===== src/rtl/core/assert_macros.svh =====
// Assertion macros shared by the RTL of the cluster idle composer.
// Depends on nothing; included by the files that carry assertions.
`ifndef ASSERT_MACROS_SVH
`define ASSERT_MACROS_SVH

// Same-cycle implication, disabled while reset is asserted.
`define CLCO_ASSERT_IMP(label, clk, rst_n, ante, cons) \
    label: assert property (@(posedge clk) disable iff (!rst_n) (ante) |-> (cons)) \
        else $error("assertion failed");

// Next-cycle implication, disabled while reset is asserted.
`define CLCO_ASSERT_NXT(label, clk, rst_n, ante, cons) \
    label: assert property (@(posedge clk) disable iff (!rst_n) (ante) |=> (cons)) \
        else $error("assertion failed");

`endif


===== src/rtl/core/clco_pkg.sv =====
// Shared types and constants of the cluster idle composer.
// Depends on nothing; imported by every module of the block.
package clco_pkg;

    localparam int NUM_CLUSTERS = 4;
    localparam int NUM_CPUS     = 8;
    localparam int CPU_SLOTS    = 8;
    localparam int CPU_W        = 3;
    localparam int CODE_W       = 3;

    localparam logic OP_ENTER = 1'b0;
    localparam logic OP_EXIT  = 1'b1;

    localparam logic [2:0] REG_BASE_STATE      = 3'd0;
    localparam logic [2:0] REG_CLUSTER_RET     = 3'd1;
    localparam logic [2:0] REG_CLUSTER_COLLAPSE = 3'd2;
    localparam logic [2:0] REG_SYSTEM_RET      = 3'd3;
    localparam logic [2:0] REG_SYSTEM_COLLAPSE = 3'd4;
    localparam logic [2:0] REG_CLUSTER_DEPTH   = 3'd5;
    localparam logic [2:0] REG_SYSTEM_DEPTH    = 3'd6;
    localparam logic [2:0] REG_CLUSTER_MAP     = 3'd7;

    localparam logic [31:0] RST_CLUSTER_RET      = 32'h0100_0034;
    localparam logic [31:0] RST_CLUSTER_COLLAPSE = 32'h0100_0044;
    localparam logic [31:0] RST_SYSTEM_RET       = 32'h0200_2344;
    localparam logic [31:0] RST_SYSTEM_COLLAPSE  = 32'h0200_3444;
    localparam logic [23:0] RST_CLUSTER_MAP      = 24'hFF_F240;

    typedef struct packed {
        logic                 op;
        logic [CPU_W-1:0]     cpu;
        logic [CPU_SLOTS-1:0] ipi_pending;
    } in_item_t;

    typedef struct packed {
        logic [31:0] suspend_state;
        logic        composed;
        logic        system_level;
        logic [31:0] cluster_entry_count;
        logic [31:0] system_entry_count;
    } out_item_t;

    typedef struct packed {
        logic [31:0] base_state;
        logic [31:0] cluster_retention_code;
        logic [31:0] cluster_collapse_code;
        logic [31:0] system_retention_code;
        logic [31:0] system_collapse_code;
        logic [1:0]  cluster_depth;
        logic [1:0]  system_depth;
        logic [23:0] cpu_cluster_map;
    } cfg_t;

    typedef struct packed {
        logic [CPU_SLOTS-1:0] idle_mask;
        logic [31:0]          cluster_count;
        logic [31:0]          system_count;
    } track_t;

endpackage


===== src/rtl/core/cluster_idle_last_out_composer_top.sv =====
// Top level of the cluster idle composer: config registers, event pipeline, state.
// Depends on clco_pkg, clco_compose and assert_macros.svh.

// Takes one idle enter or exit event per cycle while in_stall is low and returns
// one result per event, in event order. Events pass an input register, then the
// decision logic, then a result register; the idle mask and the two entry
// counters are updated in the same cycle an event leaves the input register,
// which sets the one-event-per-cycle figure. The output register lets a new
// event be taken while a result waits to be taken. Configuration must be written
// through cfg_we, cfg_addr and cfg_wdata only while no event is in flight; the
// block itself does not enforce this.
`include "assert_macros.svh"

module cluster_idle_last_out_composer_top
    import clco_pkg::*;
(
    input  logic      clk,
    input  logic      rst_n,
    input  logic      cfg_we,
    input  logic [2:0] cfg_addr,
    input  logic [31:0] cfg_wdata,
    input  logic      in_valid,
    output logic      in_stall,
    input  in_item_t  in_data,
    output logic      out_valid,
    input  logic      out_stall,
    output out_item_t out_data
);

    cfg_t      cfg_reg;
    track_t    track_reg;
    track_t    track_next;
    logic      s1_valid_reg;
    logic      s1_valid_next;
    in_item_t  s1_item_reg;
    logic      out_valid_reg;
    logic      out_valid_next;
    out_item_t out_item_reg;
    out_item_t result;
    logic      out_free;
    logic      advance;
    logic      in_take;

    always_ff @(posedge clk or negedge rst_n)
    begin
        if (!rst_n)
        begin
            cfg_reg.base_state             <= '0;
            cfg_reg.cluster_retention_code <= RST_CLUSTER_RET;
            cfg_reg.cluster_collapse_code  <= RST_CLUSTER_COLLAPSE;
            cfg_reg.system_retention_code  <= RST_SYSTEM_RET;
            cfg_reg.system_collapse_code   <= RST_SYSTEM_COLLAPSE;
            cfg_reg.cluster_depth          <= 2'd2;
            cfg_reg.system_depth           <= 2'd2;
            cfg_reg.cpu_cluster_map        <= RST_CLUSTER_MAP;
        end
        else if (cfg_we)
        begin
            unique case (cfg_addr)
                REG_BASE_STATE:       cfg_reg.base_state             <= cfg_wdata;
                REG_CLUSTER_RET:      cfg_reg.cluster_retention_code <= cfg_wdata;
                REG_CLUSTER_COLLAPSE: cfg_reg.cluster_collapse_code  <= cfg_wdata;
                REG_SYSTEM_RET:       cfg_reg.system_retention_code  <= cfg_wdata;
                REG_SYSTEM_COLLAPSE:  cfg_reg.system_collapse_code   <= cfg_wdata;
                REG_CLUSTER_DEPTH:    cfg_reg.cluster_depth          <= cfg_wdata[1:0];
                REG_SYSTEM_DEPTH:     cfg_reg.system_depth           <= cfg_wdata[1:0];
                REG_CLUSTER_MAP:      cfg_reg.cpu_cluster_map        <= cfg_wdata[23:0];
                default: ;
            endcase
        end
    end

    // The result register can take a new result when empty or being drained.
    assign out_free = !out_valid_reg || !out_stall;
    assign advance  = s1_valid_reg && out_free;
    assign in_stall = s1_valid_reg && !out_free;
    assign in_take  = in_valid && !in_stall;

    always_comb
    begin
        priority if (in_take)
            s1_valid_next = 1'b1;
        else if (advance)
            s1_valid_next = 1'b0;
        else
            s1_valid_next = s1_valid_reg;
    end

    always_comb
    begin
        priority if (advance)
            out_valid_next = 1'b1;
        else if (!out_stall)
            out_valid_next = 1'b0;
        else
            out_valid_next = out_valid_reg;
    end

    clco_compose u_compose (
        .item       (s1_item_reg),
        .cfg        (cfg_reg),
        .track      (track_reg),
        .track_next (track_next),
        .result     (result)
    );

    always_ff @(posedge clk or negedge rst_n)
    begin
        if (!rst_n)
        begin
            s1_valid_reg  <= 1'b0;
            out_valid_reg <= 1'b0;
            track_reg     <= '0;
        end
        else
        begin
            s1_valid_reg  <= s1_valid_next;
            out_valid_reg <= out_valid_next;
            if (advance)
            begin
                track_reg <= track_next;
            end
        end
    end

    always_ff @(posedge clk)
    begin
        if (in_take)
        begin
            s1_item_reg <= in_data;
        end
        if (advance)
        begin
            out_item_reg <= result;
        end
    end

    assign out_valid = out_valid_reg;
    assign out_data  = out_item_reg;

    `CLCO_ASSERT_NXT(a_cluster_count_step, clk, rst_n,
        advance && result.composed && !result.system_level,
        track_reg.cluster_count == $past(track_reg.cluster_count) + 32'd1)
    `CLCO_ASSERT_NXT(a_exit_clears_idle, clk, rst_n,
        advance && (s1_item_reg.op == OP_EXIT),
        track_reg.idle_mask[$past(s1_item_reg.cpu)] == 1'b0)
    `CLCO_ASSERT_NXT(a_held_item_stays, clk, rst_n,
        s1_valid_reg && !advance,
        s1_valid_reg && $stable(s1_item_reg))
    `CLCO_ASSERT_IMP(a_composed_keeps_base, clk, rst_n,
        out_valid_reg && out_item_reg.composed,
        (out_item_reg.suspend_state & cfg_reg.base_state) == cfg_reg.base_state)

endmodule


===== src/rtl/core/clco_compose.sv =====
// Decision logic for one idle event: membership, last-CPU check and code choice.
// Depends on clco_pkg.
module clco_compose
    import clco_pkg::*;
(
    input  in_item_t  item,
    input  cfg_t      cfg,
    input  track_t    track,
    output track_t    track_next,
    output out_item_t result
);

    logic [CODE_W-1:0]    codes [CPU_SLOTS];
    logic [CPU_SLOTS-1:0] has_cluster;
    logic [CPU_SLOTS-1:0] members;
    logic [CPU_SLOTS-1:0] cpu_bit;
    logic [CPU_SLOTS-1:0] mask_set;
    logic [CODE_W-1:0]    ent_code;
    logic                 ent_has;
    logic                 last_out;
    logic                 all_idle;
    logic                 do_system;
    logic                 do_cluster;
    logic [31:0]          level_code;

    always_comb
    begin
        for (int i = 0; i < CPU_SLOTS; i++)
        begin
            codes[i]       = cfg.cpu_cluster_map[CODE_W*i +: CODE_W];
            has_cluster[i] = (i < NUM_CPUS) && (codes[i] < CODE_W'(NUM_CLUSTERS));
        end
    end

    assign ent_code = codes[item.cpu];
    assign ent_has  = has_cluster[item.cpu];
    assign cpu_bit  = CPU_SLOTS'(1) << item.cpu;
    assign mask_set = track.idle_mask | cpu_bit;

    always_comb
    begin
        for (int i = 0; i < CPU_SLOTS; i++)
        begin
            members[i] = has_cluster[i] && (codes[i] == ent_code);
        end
    end

    // A fully idle system means every CPU that belongs to some cluster is idle.
    assign all_idle = (mask_set & has_cluster) == has_cluster;
    assign last_out = (item.op == OP_ENTER) && ent_has && (cfg.cluster_depth != 2'd0)
                      && ((mask_set & members) == members)
                      && ((item.ipi_pending & members) == '0);
    assign do_system  = last_out && (cfg.system_depth != 2'd0) && all_idle;
    assign do_cluster = last_out && !do_system;

    always_comb
    begin
        if (do_system)
        begin
            level_code = cfg.system_depth[1] ? cfg.system_collapse_code
                                             : cfg.system_retention_code;
        end
        else if (do_cluster)
        begin
            level_code = cfg.cluster_depth[1] ? cfg.cluster_collapse_code
                                              : cfg.cluster_retention_code;
        end
        else
        begin
            level_code = '0;
        end
    end

    always_comb
    begin
        track_next = track;
        if (item.op == OP_EXIT)
        begin
            track_next.idle_mask = track.idle_mask & ~cpu_bit;
        end
        else if (ent_has)
        begin
            track_next.idle_mask = mask_set;
        end
        if (do_system)
        begin
            track_next.system_count = track.system_count + 32'd1;
        end
        if (do_cluster)
        begin
            track_next.cluster_count = track.cluster_count + 32'd1;
        end
    end

    always_comb
    begin
        result.suspend_state       = (item.op == OP_ENTER) ? (cfg.base_state | level_code) : '0;
        result.composed            = last_out;
        result.system_level        = do_system;
        result.cluster_entry_count = track_next.cluster_count;
        result.system_entry_count  = track_next.system_count;
    end

endmodule

===== config.mk =====
export PLATFORM = sky130hd
export DESIGN_NAME = cluster_idle_last_out_composer_top
export DESIGN_NICKNAME = d
export VERILOG_FILES = /design/src/rtl/core/clco_pkg.sv /design/src/rtl/core/cluster_idle_last_out_composer_top.sv /design/src/rtl/core/clco_compose.sv
export VERILOG_INCLUDE_DIRS = /design/src /design/src/rtl/core
export SDC_FILE = /design/constraint.sdc
export NUM_CORES = 1
export LEC_CHECK = 0
export BUFFER_PORTS_ARGS = -buffer_cell sky130_fd_sc_hd__buf_2
export CORE_ASPECT_RATIO = 0.7
export CORE_UTILIZATION = 45
export CTS_CLUSTER_SIZE = 40
export DETAILED_ROUTE_END_ITERATION = 6
export HOLD_SLACK_MARGIN = 0.08
export PLACE_DENSITY = 0.62
export SKIP_LAST_GASP = 1
export SYNTH_ARGS = -nofsm -noshare
export SYNTH_HDL_FRONTEND = slang
export SYNTH_SLANG_ARGS = --single-unit

===== constraint.sdc =====
create_clock -name clk -period 13.4 [get_ports clk]
set_input_delay 2.01 -clock clk [delete_from_list [all_inputs] [get_ports clk]]
set_output_delay 2.01 -clock clk [all_outputs]
set_load 0.005 [all_outputs]

Yosys cells after proc, flatten, opt, wreduce, memory -nomap -nowiden:

Index checks and enable logic that the tools add are counted.

* register bits: 372
* latch bits: 0
* ROM bits: 0
* output and inout bits: 100
* memories kept: 0
* RAM bits: 0
* logic and storage cells: 117
* input bits: 52

* $mul: 0
* equal/unequal tests: 18
* bitwise operators: 9
* divide/modulo/power cells: 0
* reductions and logical operators: 39
* magnitude comparators: 10
* add/subtract/negate cells: 2
* shifts and indexed selects: 1
* mux-type cells: 17

Operators by type and width (number)
* $mux W32: 6
* $add A32 B1 Y32 const B: 2
* $and A8 B8 Y8: 4
* $or A32 B32 Y32: 1
* $eq A3 B3 Y1: 8
* $lt A3 B3 Y1 const B: 8
* $logic_and A1 B1 Y1: 18
* $reduce_and A2 Y1: 9
* $eq A8 B8 Y1: 2
* $mux W8: 2
* $eq A3 B3 Y1 const B: 4
* $bmux W3 S3: 1
* $logic_not A8 Y1: 1
* $not A8 Y8: 1
* $or A8 B8 Y8: 1
* $reduce_bool A2 Y1: 4
* $shl A1 B3 Y8 const A: 1
* $eq A3 B2 Y1 const B: 2
* $mux W3: 2
* $logic_not A1 Y1: 5
* $mux W1: 5
* $ge A4 B4 Y1 const B: 1
* $lt A3 B4 Y1 const B: 1
* $not A3 Y4: 1
* other kinds (6): 6

Logic depth before layout (Yosys ltp):

Gate-level depths: netlist (run 1).

* depth after elaboration: 17
* mapped depth: 14
* gate-level depth less buffers: 9

Cells and area by module:

Synthesis (run 1) repeated with hierarchy kept, for this count alone.

* cells, all modules: 1330
* area total of the unflattened synthesis: 17571.9 µm²

Modules (own cells, without submodules)
* cluster_idle_last_out_composer_top: instances 1, seq. area each 9903.2 µm², cells each 678, area an instance 13200.2 µm²
* clco_compose: instances 1, seq. area each 0.0 µm², cells each 652, area an instance 4371.7 µm²

Worst setup path after synthesis (run 1):

Ideal clock, no wire load.

* path kind: input to register
* start: input out_stall
* end: register track_reg[22] (netlist name)
* stages on the path: 7
* setup slack: 7.527 ns
* data required time: 13.321 ns
* path buffers: 1
* arrival time: 5.794 ns
* library setup time: 0.079 ns
* cells stage by stage: nand2_1 -> nand2_1 -> clkinv_1 -> clkbuf_1 -> nand3_1 -> nor3_1 -> xor2_1

* longest elaborated chain between the ends: 3

RTL lines
* start: declaration: line cluster_idle_last_out_composer_top.sv:26 `input logic out_stall,`
* $logic_not A1 Y1
* $logic_or A1 B1 Y1: line cluster_idle_last_out_composer_top.sv:74 `assign out_free = !out_valid_reg || !out_stall;`
* $logic_and A1 B1 Y1: line cluster_idle_last_out_composer_top.sv:75 `assign advance = s1_valid_reg && out_free;`
* net advance: line cluster_idle_last_out_composer_top.sv:41 `logic advance;`
* end signal: assignment: line cluster_idle_last_out_composer_top.sv:121 `track_reg <= track_next;`
* end: declaration: line cluster_idle_last_out_composer_top.sv:31 `track_t track_reg;`

The timed path passes the listed nets, and every way through them passes these cells.
A chain may end at the register's enable or synchronous reset.

==> results.md, run 1 <==
- Total track usage: 21.4%
- Status: finished clean
- Synthesized area: 0.0174 sq mm
- Final hold vios: 0
- Leak: 8.67 nW
- Worst path most repeated cell: a22oi_1
- Hold buffers post-CTS: 0
- RR Startpoint: s1_item_reg[9]$_DFFE_PP_
- Setup-failing EPs final: 0
- Final cell count without fillers: 2,087
- Crit-path max cell delay: 1.02 ns
- Slew Viols, Final: 0
- Critical Path Start: s1_item_reg[9]$_DFFE_PP_
- Vias in the first global route: 11,800
- Initial antenna violation count: 4
- Tot Pwr: 3.08 mW
- Synth Warn #: 0
- Core area: 0.0376 sq mm
- Min-Delay Path Class: reg2reg
- Synth Register Bits: 372
- Slew @ Worst Pin: 1.06 ns
- Hold Crit Start: s1_valid_reg$_DFFE_PN0P_
- PortBufs: 151
- Asr flop ratio synth: 70.4%
- Worst-case vdd ir drop: 0.0770 mV
- Top cell type's share of synthesized area: 32.7%
- Worst-skew pair later-pin latency: 0.54 ns
- Sequential Area: 0.00990 sq mm
- Design area: 0.0198 sq mm
- Syn nets: 1,507
- DP Worst Slack: 8.50 ns
- Total gr overflow: 0
- CP Cell Sequence: mux2i_1, a22oi_1, a21boi_0, o41a_1, a22oi_1, or4_4, buf_4, nor2_1, mux2_2
- Internal reg-to-reg setup slack: 8.41 ns
- Minimum clock period: 4.99 ns
- Fmax achieved: 200 MHz
- Hpwl dp: 25,200 microns
- Setup ws final: 8.41 ns
- Layout cells sized above 1: 30.6%
- FP Rows: 59
- Final period utilization: 37.3%
- # resized after CTS: 0
- Sink Count: 372
- Reg2reg path depth: 9
- Area of the multi-input gates: 0.00690 sq mm
- Largest net degree at the start of global routing: 152
- Setup TNS: 0 ns
- Sequential fraction of the synthesis area: 57.0%
- First-pass GRT wire length: 67,000 microns
- Capturing element type of the critical path: register
- CP max stage cell: edfxtp_1
- DR vias: 11,500
- Post-Synth Adder-Cell Area: 0.144%
- First-pass iteration count of the detailed router: 5
- Post-synthesis instance total: 1,453
- Slew margin rel.: 29.2%
- Buffer depth of the longest clock path: 3
- Dpl cells: 2,015
- Mean Syn Cell Area: 12.0 sq um
- Post-synth EDFFs: 110
- H-tree depth: 2
- Total die area: 0.0394 sq mm
- Routed wire length: 40,900 microns
- Worst Path Arrival: 5.28 ns
- CTS tree: built
- CTS root buffer: clkbuf_16
- Startpoint Class: register
- Simple logic cell fraction of the synthesized area: 12.8%
- Drt wl/cell: 19.6 microns
- MaxCap Viol Count: 0
- Routed Antenna Nets: 0
- Worst-path fanout max: 84
- Top cells by area, synth: dfrtp_1, edfxtp_1, mux2_2
- Multiplexer share of the synthesized area: 15.0%
- Worst EP required: 13.69 ns
- Chip height: 166 microns
- Hold Path Stages: 1
- Post-synth cell types: 64
- Ys flop type: dfrtp_1
- Global placer's final weighted congestion: 0.864
- Via/cell ratio: 5.53
- Clock Skews: 0.0184 ns
- DR DRC count: 0
- # IOs: 152
- Nets: 1,621
- Chip width: 237 microns
- Clk pin slew, worst setup/hold paths: 0.06 ns
- Post-synthesis xor/xnor area fraction: 6.25%
- Critical path class: reg2reg
- Area Overhead vs Synth: 14.0%
- Final core occ: 52.7%
- RSZ-0062 raised after global routing: no
- RR Endpoint: out_data[33]$_DFFE_PP_
- Cell Area, Placed: 0.0185 sq mm
- Hold Crit Endpoint: out_valid$_DFFE_PN0P_
- Synth area leader: dfrtp_1
- Largest family of logic cells by synthesized area: multiplexers
- DR iter-0 viols: 741
- Compound-Gate Fraction of Synth Area: 5.33%
- Fin Hold WS: 0.490 ns
- CTS Buf Count: 38
- Postcts setup bufs: 0
- Starting density of the core: 46.3%
- PwrDens: 155 mW/mm^2
- Max reg flops: 188
- Fillers: 3,172
-- routing by layer --
metal / up-vias / share of wire, % / track usage, %
li1: 5459 / - / -
met1: 5795 / 48 / 31.2
met2: 232 / 45 / 33.2
met3: 54 / 4.9 / 3.83
met4: 2 / 1.7 / 5.28
met5: - / 0.029 / 0
-- critical path: cells and delay by family, from the launching register on --
| kind | cells | cell delay [ns] |
|---|---|---|
| simple gates | 2 | 0.62 |
| buf+inv | 1 | 0.75 |
| flops | 1 | 1.02 |
| mux | 2 | 0.48 |
| compound gates | 4 | 1.80 |
-- cell families after synthesis --
group                    Yosys count
AND/OR/NAND/NOR                  425
flip-flops                       372
multiplexers                     234
AO/OA/AOI/OAI                    149
buffers and inverters            147
XOR/XNOR                         124
adder cells (fa/ha/maj)            2
-- layout make-up --
class | count | share of cell area [%]
flip-flops and latches | 372 | 50.0
multi-input cells | 934 | 34.8
clock buffers | 66 | 6.38
repair buffers | 168 | 4.57
well taps | 488 | 3.08
inverters | 53 | 1.02
clock inverters | 4 | 0.101
diodes | 2 | 0.0253
-- synthesized netlist by cell type (3+ instances only) --
master / n
dfstp_2: 35
buf_2: 22
nor2b_1: 7
mux2_2: 195
nor4_1: 46
or3_1: 10
nand3_1: 46
o21ai_0: 44
o211ai_1: 4
buf_6: 3
nor4_2: 10
nand4b_1: 3
mux2i_1: 35
nand3b_1: 6
nand2_1: 90
and2_1: 4
nand2b_1: 6
edfxtp_1: 110
dfrtp_1: 227
xor2_1: 119
nor3_1: 79
a21oi_1: 44
nor4b_1: 4
clkbuf_1: 66
nor3b_1: 6
or2_2: 6
nor2_1: 65
inv_1: 52
o22ai_1: 32
nand4_1: 20
and3_1: 11
xnor2_1: 5
-- worst max-delay path by stage --
stage	endpoint	slack [ns]
floorplan	track_reg[22]$_DFFE_PN0P_	7.53
global placement	out_data[33]$_DFFE_PP_	8.55
detailed placement	out_data[33]$_DFFE_PP_	8.50
CTS	out_data[33]$_DFFE_PP_	8.48
global route	out_data[33]$_DFFE_PP_	8.00
finish	out_data[33]$_DFFE_PP_	8.41
-- report_power, final --
group / internal (mW) / switching, mW
logic: 0.238 / 0.290
registers: 1.36 / 0.106
clock network: 0.641 / 0.441
-- placed cells by master, fill, tap and decap left out, drive strengths merged, types with 4 or more instances in the layout --
cell,n
buf,168
a21oi,44
inv,54
o211ai,4
o22ai,33
mux2i,35
nor3b,6
dfrtp,227
nand3,46
or3,10
nor3,79
nor4b,4
nand3b,6
dfstp,35
nand2,90
nor2,65
nand2b,6
and2,4
mux2,198
edfxtp,110
xor2,119
or2,6
nand4,20
nor2b,7
o21ai,44
nor4,56
clkbuf,66
and3,11
xnor2,5
(Power assumes the default switching activity.)
==> run 2, diff against run 1 <==
PLACE_DENSITY = 0.64   (was 0.62)
clock period = 4.3 ns   (was 13.4 ns; I/O delays follow)
==> results.md, run 2 (synthesis gave the netlist of run 1 again) <==
- First-pass iteration count of the detailed router: 7
- CTS root buffer: clkbuf_16
- Setup-failing EPs final: 0
- Routed Antenna Nets: 0
- Layout cells sized above 1: 31.3%
- Global placer's final weighted congestion: 0.905
- Via/cell ratio: 5.56
- PortBufs: 151
- Max reg flops: 188
- Most common cell after layout, fill and taps aside: dfrtp_1
- Worst EP required: 4.58 ns
- Final cell count without fillers: 2,103
- Capturing element type of the critical path: register
- Dpl cells: 2,030
- Worst Path Arrival: 4.26 ns
- Sw Share: 27.4%
- Commonest non-fill, non-tap cells in the layout: dfrtp_1, mux2_2, buf_2
- Pint: 7.05 mW
- Initial antenna violation count: 2
- H-tree depth: 2
- Leak: 8.76 nW
- CTS tree: built
- Setup ws final: 0.318 ns
- Worst-path fanout max: 124
- Worst-case vdd ir drop: 0.314 mV
- Clock group share of total power: 35.2%
- Routed wire length: 41,600 microns
- FP Rows: 59
- Clock Skews: 0.0206 ns
- Postcts setup bufs: 0
- RSZ-0062 raised after global routing: no
- Starting density of the core: 46.3%
- NetSw: 2.65 mW
- Chip width: 237 microns
- DR vias: 11,700
- Hpwl dp: 26,300 microns
- Nets: 1,637
- Fmax achieved: 251 MHz
- Total gr overflow: 0
- Largest net degree at the start of global routing: 125
- Final core occ: 53.2%
- PwrDens: 485 mW/mm^2
- Minimum clock period: 3.98 ns
- Sequential Area: 0.00990 sq mm
- Critical path class: reg2reg
- Final period utilization: 92.6%
- MaxCap Viol Count: 0
- DR iter-0 viols: 973
- Area Overhead vs Synth: 15.0%
- Slew @ Worst Pin: 0.939 ns
- # IOs: 152
- DP Worst Slack: 0.396 ns
- Logic pwr share: 17.9%
- Min-Delay Path Class: in2async
- CTS Buf Count: 39
- Total track usage: 21.6%
- Area of the multi-input gates: 0.00690 sq mm
- Chip height: 166 microns
- Vias in the first global route: 11,900
- Slew margin rel.: 37.4%
- Hold buffers post-CTS: 0
- Slew Viols, Final: 0
- Startpoint Class: register
- Total die area: 0.0394 sq mm
- Core area: 0.0376 sq mm
- # resized after CTS: 0
- Fillers: 3,269
- DR DRC count: 0
- Final hold vios: 0
- Clk pin slew, worst setup/hold paths: 0.06 ns
- Drt wl/cell: 19.8 microns
- Status: finished clean
- Flop pwr share: 46.9%
- Worst-skew pair later-pin latency: 0.54 ns
- Buffer depth of the longest clock path: 3
- Sink Count: 372
- First-pass GRT wire length: 67,400 microns
- Setup TNS: 0 ns
## run 2: power groups by stage
stage               Combinational (mW)  Clock [mW]  Sequential (mW)
floorplan                         1.24           0             4.50
CTS                               1.75        3.51             4.55
global placement                  1.70           0             4.59
global route                      1.92        3.67             4.61
detailed placement                1.74           0             4.61
finish                            1.74        3.42             4.55
## run 2: cell type report
type                            count  share of cell area (%)
Inverter                           53                    1.01
Antenna cell                        1                  0.0125
Multi-Input combinational cell    934                    34.5
Clock inverter                     12                   0.776
Timing Repair Buffer              183                    5.35
Tap cell                          488                    3.05
Clock buffer                       60                    5.74
Sequential cell                   372                    49.5
## run 2: final timing paths
check | cells after the start | end | from | slack [ns]
max | 9 | out_data[1]$_DFFE_PP_ | s1_item_reg[10]$_DFFE_PP_ | 0.32
min | 1 | cfg_reg[164]$_DFFE_PN0P_ | rst_n | 0.12
max reg2reg | 9 | out_data[1]$_DFFE_PP_ | s1_item_reg[10]$_DFFE_PP_ | 0.32
min reg2reg | 1 | track_reg[31]$_DFFE_PN0P_ | track_reg[31]$_DFFE_PN0P_ | 0.49
max in group asynchronous | 2 | cfg_reg[23]$_DFFE_PN1P_ | rst_n | 3.16
min in group clk | 1 | s1_item_reg[3]$_DFFE_PP_ | in_data[3] | 0.29
## run 2: metrics by stage
stage	hold slack [ns]	area, sq um	power (mW)
2_1_floorplan	0.349	17400	5.73
3_3_place_gp	0.466	18700	6.29
3_5_place_dp	0.480	18700	6.35
4_1_cts	0.192	20000	9.81
5_1_grt	0.223	20000	10.2
6_report	0.124	20000	9.71
## run 2: critical path, stage by stage, from the launching register on
cell and delay, ns:
edfxtp_1 0.73, mux2_4 0.27, o22ai_2 0.09, a2111oi_4 0.70
o41a_1 0.28, a22oi_1 0.09, or4_4 0.56, buf_12 0.26
nor2_1 0.29, mux2_2 0.38
## run 2: per-layer routing
metal | global-route usage [%] | vias up | part of all wire, %
met5 | 0 | - | 0.031
met1 | 32.6 | 5904 | 49
met3 | 4.13 | 48 | 5.2
met2 | 32.3 | 260 | 44
met4 | 4.74 | 2 | 1.4
li1 | - | 5470 | -
==> run 3, diff against run 2 <==
SETUP_SLACK_MARGIN = 0.4   (was default)
==> results.md, run 3 (synthesis gave the netlist of run 1 again) <==
- CTS Buf Count: 39
- Vias in the first global route: 11,900
- Largest net degree at the start of global routing: 125
- Internal reg-to-reg setup slack: 0.57 ns
- Min-Delay Path Class: in2async
- Fmax achieved: 268 MHz
- First-pass GRT wire length: 67,500 microns
- Hold buffers post-CTS: 0
- RR Startpoint: s1_item_reg[10]$_DFFE_PP_
- Critical path class: reg2reg
- Starting density of the core: 46.3%
- # IOs: 152
- Setup TNS: 0 ns
- Met3 WL: 2290 microns
- Top sig layer: met5
- Sink Count: 372
- Nets: 1,643
- Area of the multi-input gates: 0.00692 sq mm
- MaxCap Viol Count: 0
- DR DRC count: 0
- Total die area: 0.0394 sq mm
- Routed Antenna Nets: 0
- Minimum clock period: 3.73 ns
- Startpoint Class: register
- Fillers: 3,261
- Via/cell ratio: 5.56
- Leak: 8.80 nW
- RR Endpoint: out_data[1]$_DFFE_PP_
- Clk pin slew, worst setup/hold paths: 0.06 ns
- Reg2reg path depth: 9
- Setup ws final: 0.567 ns
- DR vias: 11,700
- Total track usage: 21.6%
- First-pass iteration count of the detailed router: 5
- Chip height: 166 microns
- Slew @ Worst Pin: 0.874 ns
- Crit-path max cell delay: 0.69 ns
- Initial antenna violation count: 2
- Sequential Area: 0.00990 sq mm
- Worst EP required: 4.58 ns
- Commonest non-fill, non-tap cells in the layout: dfrtp_1, mux2_2, buf_2
- Buffer depth of the longest clock path: 3
- Global placer's final weighted congestion: 0.905
- Worst Path Arrival: 4.02 ns
- PwrDens: 484 mW/mm^2
- Clock Skews: 0.0195 ns
- Wl on met1: 20,500 microns
- Drt wl/cell: 19.8 microns
- CTS root buffer: clkbuf_16
- CP max stage cell: a2111oi_4
- WL met2: 18,400 microns
- Hpwl dp: 26,300 microns
- Max reg flops: 188
- Design area: 0.0201 sq mm
- Routed wire length: 41,700 microns
- Cell Area, Placed: 0.0187 sq mm
- Tot Pwr: 9.72 mW
- Setup-failing EPs final: 0
- RSZ-0062 raised after global routing: no
- Total gr overflow: 0
- Slew Viols, Final: 0
- Layout cells sized above 1: 31.5%
- DR iter-0 viols: 919
- Final hold vios: 0
- Most common cell after layout, fill and taps aside: dfrtp_1
- Status: finished clean
- DP Worst Slack: 0.396 ns
- Core area: 0.0376 sq mm
- Final period utilization: 86.8%
- CP Cell Sequence: mux2_4, o22ai_2, a2111oi_4, o41a_1, a22oi_1, or4_4, buf_12, nor2_1, mux2_2
- PortBufs: 151
- Worst-case vdd ir drop: 0.314 mV
- FP Rows: 59
- Slew margin rel.: 41.8%
- CTS tree: built
- Worst-path fanout max: 124
- Worst-skew pair later-pin latency: 0.54 ns
- Capturing element type of the critical path: register
- H-tree depth: 2
- Area Overhead vs Synth: 15.4%
- Chip width: 237 microns
## run 3: critical path, delay by kind of cell, from the launching register on
family                 cells  cell delay (ns)
and+or+nand+nor            2             0.86
muxes                      2             0.63
buffers and inverters      1             0.26
AOI/OAI and AO/OA          4             1.15
DFF                        1             0.52
## run 3: worst max path at each step
stage                               from                    endpoint  cells after the start
4_1_cts         s1_item_reg[9]$_DFFE_PP_  out_data[71]$_SDFFCE_PP0P_                      8
3_3_place_gp   s1_item_reg[10]$_DFFE_PP_       out_data[1]$_DFFE_PP_                      9
2_1_floorplan  s1_item_reg[10]$_DFFE_PP_      out_data[33]$_DFFE_PP_                     11
6_report       s1_item_reg[10]$_DFFE_PP_       out_data[1]$_DFFE_PP_                      9
3_5_place_dp   s1_item_reg[10]$_DFFE_PP_       out_data[1]$_DFFE_PP_                      9
5_1_grt        s1_item_reg[10]$_DFFE_PP_       out_data[1]$_DFFE_PP_                      9
## run 3: layout make-up
cell class,count,share of cell area [%]
diodes,1,0.0125
well taps,488,3.04
multi-input cells,934,34.5
inverters,53,1.00
flip-flops and latches,372,49.4
clock buffers,60,5.72
repair buffers,189,5.61
clock inverters,12,0.773
## run 3: report_power, final
part	leakage, nW	internal (mW)	switching, mW	total (mW)
sequential	4.31	4.24	0.302	4.54
clock	0.633	2.03	1.38	3.42
combinational	3.86	0.786	0.970	1.76
## run 3: metrics by stage
step	hold WS [ns]	util, %	cells
finish	0.138	53.4	2109
global route	0.223	53.4	2108
floorplan	0.349	-	1453
detailed placement	0.480	49.7	2030
CTS	0.192	53.2	2103
global placement	0.466	49.7	2030
## run 3: what timing repair did
action	4_1_cts	5_1_grt
setup endpoints to repair	2	102
resized for setup	0	2
pin swaps	0	0
buffers inserted	1	5
## run 3: layer usage
metal	up-vias	track usage, %
met5	-	0
met4	2	4.57
met3	46	4.11
met2	283	32.4
met1	5913	32.7
li1	5486	-
